### config.mk
export PLATFORM = sky130hd
export DESIGN_NAME = fsq_cell
export DESIGN_NICKNAME = d
export VERILOG_FILES = /design/src/design/fsq_pkg.sv /design/src/design/fsq_cell.sv
export SDC_FILE = /design/constraint.sdc
export NUM_CORES = 1
export LEC_CHECK = 0
export ABC_AREA = 1
export BUFFER_PORTS_ARGS = -buffer_cell sky130_fd_sc_hd__buf_2
export CAP_MARGIN = 20
export CELL_PAD_IN_SITES_DETAIL_PLACEMENT = 0
export CELL_PAD_IN_SITES_GLOBAL_PLACEMENT = 1
export CORE_AREA = 4 4 72 124
export DETAILED_ROUTE_END_ITERATION = 12
export DIE_AREA = 0 0 76 128
export PLACE_DENSITY_LB_ADDON = 0.1
export SYNTH_ARGS = -nofsm -noshare
export SYNTH_HDL_FRONTEND = slang
export SYNTH_SLANG_ARGS = --single-unit
### constraint.sdc
create_clock -name clk -period 5.4 [get_ports clk]
set_clock_uncertainty 0.1 [all_clocks]
set_input_delay 1.08 -clock clk [delete_from_list [all_inputs] [get_ports clk]]
set_output_delay 1.08 -clock clk [all_outputs]
set_load 0.03 [all_outputs]
### src/design/fsq_pkg.sv
// ----------------------------------------------------------------------------
// fsq_pkg
// shared constants, request and status codes and the cell control bundle
// for the fifo queue with search
// ----------------------------------------------------------------------------
`default_nettype none

package fsq_pkg;

	// queue geometry
	localparam int DEPTH  = 64;
	localparam int DATA_W = 32;
	localparam int KIND_W = 2;
	localparam int STAT_W = 2;
	localparam int CNT_W  = $clog2(DEPTH + 1);

	// request kinds
	localparam logic [KIND_W-1:0] KIND_ENQ  = 2'd0;
	localparam logic [KIND_W-1:0] KIND_DEQ  = 2'd1;
	localparam logic [KIND_W-1:0] KIND_SHOW = 2'd2;
	localparam logic [KIND_W-1:0] KIND_SRCH = 2'd3;

	// result status
	localparam logic [STAT_W-1:0] STAT_OK    = 2'd0;
	localparam logic [STAT_W-1:0] STAT_EMPTY = 2'd1;
	localparam logic [STAT_W-1:0] STAT_FULL  = 2'd2;

	// cell operations
	localparam int OP_W = 3;
	localparam logic [OP_W-1:0] OP_HOLD = 3'd0;
	localparam logic [OP_W-1:0] OP_ENQ  = 3'd1;
	localparam logic [OP_W-1:0] OP_DEQ  = 3'd2;
	localparam logic [OP_W-1:0] OP_ROT  = 3'd3;
	localparam logic [OP_W-1:0] OP_CMP  = 3'd4;

	// broadcast to every cell of the row
	typedef struct packed {
		logic [OP_W-1:0]          op;
		logic signed [DATA_W-1:0] key;
	} cell_ctl_t;

endpackage

`default_nettype wire

### src/design/fsq_cell.sv
// ----------------------------------------------------------------------------
// fsq_cell
// one slot of the queue row: holds a word and its valid bit, takes the
// neighbor's word on a shift and compares against the search key
// ----------------------------------------------------------------------------
`default_nettype none

module fsq_cell (
	input  wire logic                             clk,
	input  wire logic                             arst_n,
	input  wire fsq_pkg::cell_ctl_t               ctl,
	input  wire logic                             prev_valid,
	input  wire logic                             next_valid,
	input  wire logic signed [fsq_pkg::DATA_W-1:0] next_data,
	input  wire logic signed [fsq_pkg::DATA_W-1:0] head_data,
	output logic                                  valid,
	output logic signed [fsq_pkg::DATA_W-1:0]      data,
	output logic                                  match
);
	import fsq_pkg::*;

	logic                     valid_q;
	logic                     match_q;
	logic signed [DATA_W-1:0] data_q;

	// control state
	always_ff @(posedge clk or negedge arst_n) begin
		if (!arst_n) begin
			valid_q <= 1'b0;
			match_q <= 1'b0;
		end else begin
			case (ctl.op)
				OP_ENQ: begin
					if (!valid_q && prev_valid) begin
						valid_q <= 1'b1;
					end
				end
				OP_DEQ: begin
					valid_q <= next_valid;
				end
				OP_CMP: begin
					match_q <= valid_q && (data_q == ctl.key);
				end
				default: begin
				end
			endcase
		end
	end

	// stored word
	always_ff @(posedge clk) begin
		case (ctl.op)
			OP_ENQ: begin
				if (!valid_q && prev_valid) begin
					data_q <= ctl.key;
				end
			end
			OP_DEQ: begin
				data_q <= next_data;
			end
			OP_ROT: begin
				// the newest slot wraps the head word around
				if (valid_q && !next_valid) begin
					data_q <= head_data;
				end else if (valid_q) begin
					data_q <= next_data;
				end
			end
			default: begin
			end
		endcase
	end

	assign valid = valid_q;
	assign data  = data_q;
	assign match = match_q;

endmodule

`default_nettype wire

==> impl_metrics.yaml <==
status:
  outcome: "complete, no violations"
cts:
  root_buffer: "clkbuf_16"
  cts_resized: 0
  cts_tree: "built"
  cts.clk_slew.worst_paths_ns: 0.05
  post_cts.repair.setup_buffers: 0
  cts_inserted_buffers: 5
  cts.hold.buffers_added: 0
  clock_latency_ns: 0.28
  cts_max_level: 2
  clock_sinks: 34
  cts_buffer_depth: 2
logic_synthesis:
  synth_edf_count: 32
  synthCells: 354
  avgSynthCellArea_um2: 7.44
  synth_commonest_cells: "nand2_1, inv_1, nor2_1"
  synth_area_leaders: "edfxtp_1, nand2_1, o221ai_1"
  synth-seq-area-share: 0.384
  yosys_most_used_dff: "edfxtp_1"
  yosys.area.top_type_share: 0.365
  synth_area_um2: 2640
  syn_nets: 457
  synth_top_area_cell: "edfxtp_1"
  synth_cell_type_count: 27
  yosys_warnings: 0
  synth_most_common_cell: "nand2_1"
  synthArstFlopShare: 0.0588
  synth-seq-cells: 34
pwr:
  p_clk_frac: 0.339
  p_leak_nw: 1.69
  p_switching_mw: 0.261
  combinationalPowerShare: 0.268
  p_seq_frac: 0.392
  p_sw_frac: 0.317
  ir_worst_vdd_mv: 0.131
  p_per_area_nw_per_um2: 235
  internal_power_mw: 0.561
drt:
  drtAntennaViolNets: 0
  via_count: 2876
  wl_um: 9050
  detail_route.iter0.violations: 182
  drc: 0
  viasPerCell: 5.04
  drt-pass1-iter-count: 4
  wl_per_cell_um: 15.8
sta:
  setup_viol: 0
  clock.fmax_ghz: 0.325
  tns_ns: 0
  final_max_slew_viol_count: 0
  hold_viol: 0
  worst_pin_slew_ns: 0.938
  rsz0062_at_grt: "false"
  max_slew_margin: 0.375
  post-route-period-util: 0.570
  final.min_clock_period_ns: 3.08
worst_setup_path:
  worstPathRequired_ns: 5.28
  critPathLaunch: "ctl[34]"
  reg2reg_from: "valid"
  reg2reg_depth: 5
  r2r_end: "data[19]"
  path_class: "input port to flip-flop"
  path_max_fanout: 55
  ff2ff_setup_slack_ns: 2.89
  crit_path_end: "data[9]"
  arrival_ns: 2.96
  cp-start-kind: "input port"
  worstSetupEndpointType: "flip-flop"
min_path:
  hp-class: "flip-flop to flip-flop"
  min_from: "match"
grt:
  antenna_found_initial: 0
  grt_pass1_vias: 2811
  grt_pass1_wl_um: 13900
  grt_usage: 0.178
  overflow: 0
  grt_start_max_net_pins: 56
cells_and_area:
  final_nets: 583
  antenna_cells: 0
  syn2layout_area_growth_pct: 32.5
  drive_above_1_share: 0.337
  final_cell_area_um2: 3490
  final_cells: 571
  fillers: 829
die:
  core_um2: 7910
  dieArea_um2: 9730
  die_y_um: 128
  initial_core_util: 0.333
  rows: 43
  io_pins: 137
  die_w_um: 76
place:
  placed_area_um2: 3330
  post-place-cells: 562
  io_buffers: 136
  place_congestion: 0.795
  dpl.hpwl_um: 6590
run:
  cap_violations: 0
==> power by group through the flow <==
stage	Sequential [mW]	Clock, mW	Combinational (mW)
after floorplan	0.357	0	0.105
after global placement	0.328	0	0.219
after detailed placement	0.328	0	0.220
after CTS	0.323	0.283	0.220
after global routing	0.324	0.293	0.244
final	0.322	0.279	0.221
==> layout make-up <==
type	instances	area (um^2)	share of cell area
sequential	34	1010	0.290
clock buffer	8	136	0.0391
tap	90	113	0.0323
multi-input combinational	250	1330	0.380
inverter	52	195	0.0559
timing repair buffer	137	708	0.203
==> registers in the layout (all words and copies together) (netlist names) <==
name   flops
match      1
data      32
valid      1
==> metrics by stage <==
stage	power [mW]	utilization	worst slack (ns)	hold WS, ns
finish	0.822	0.441	2.32	0.426
global route	0.861	0.441	2.17	0.472
CTS	0.826	0.438	1.96	0.445
detailed placement	0.548	0.421	1.66	0.431
global placement	0.547	0.421	1.68	0.417
floorplan	0.462	-	1.84	0.553
==> routing by layer <==
metal | GRT usage | part of all wire | vias to the layer above | routed length (um)
li1 | - | - | 1444 | -
met1 | 0.198 | 0.38 | 1291 | 3440
met2 | 0.334 | 0.53 | 128 | 4810
met3 | 0.0331 | 0.069 | 13 | 625
met4 | 0.0608 | 0.019 | 0 | 170
met5 | 0 | 0 | - | 0
==> critical path, cell delays in order <==
cell and delay, ns:
buf_2 0.11, inv_1 0.08, nand2_4 0.14, inv_2 0.70, a31oi_1 0.16, a21oi_4 0.42
buf_16 0.24
==> cell families after synthesis <==
| logic type | synth area share |
|---|---|
| buffers and inverters | 0.117 |
| AO/OA/AOI/OAI | 0.198 |
| XOR/XNOR | 0.0332 |
| flip-flops | 0.384 |
| AND/OR/NAND/NOR | 0.268 |
==> cells in the final DEF (no fill, tap or decap) <==
cell type | Yosys | final
buf_2 | 9 | 136
nand2_1 | 79 | 79
nor2_1 | 48 | 48
inv_1 | 48 | 48
nand3_1 | 35 | 35
edfxtp_1 | 32 | 32
o221ai_1 | 21 | 21
o21ai_1 | 20 | 20
o21ai_2 | 10 | 10
o211ai_1 | 9 | 9
o21ai_0 | 7 | 7
xnor2_1 | 5 | 5
xor2_1 | 5 | 5
clkbuf_16 | 0 | 5
inv_2 | 4 | 4
clkbuf_1 | 4 | 3
o211ai_2 | 2 | 2
a31oi_1 | 2 | 2
dfrtp_1 | 2 | 2
nor2_4 | 1 | 1
nand2_4 | 1 | 1
nor2_8 | 1 | 1
nor3_1 | 1 | 1
a21oi_4 | 0 | 1
nand4_1 | 1 | 1
o22ai_1 | 1 | 1
buf_16 | 0 | 1
==> how the worst min path moves through the flow <==
stage            end  slack [ns]  cells past startpoint
2_1_floorplan  match        0.55                      2
3_3_place_gp   match        0.42                      2
3_5_place_dp   match        0.43                      2
4_1_cts        match        0.45                      2
5_1_grt        match        0.47                      2
6_report       match        0.43                      2
(Power assumes the default switching activity.)
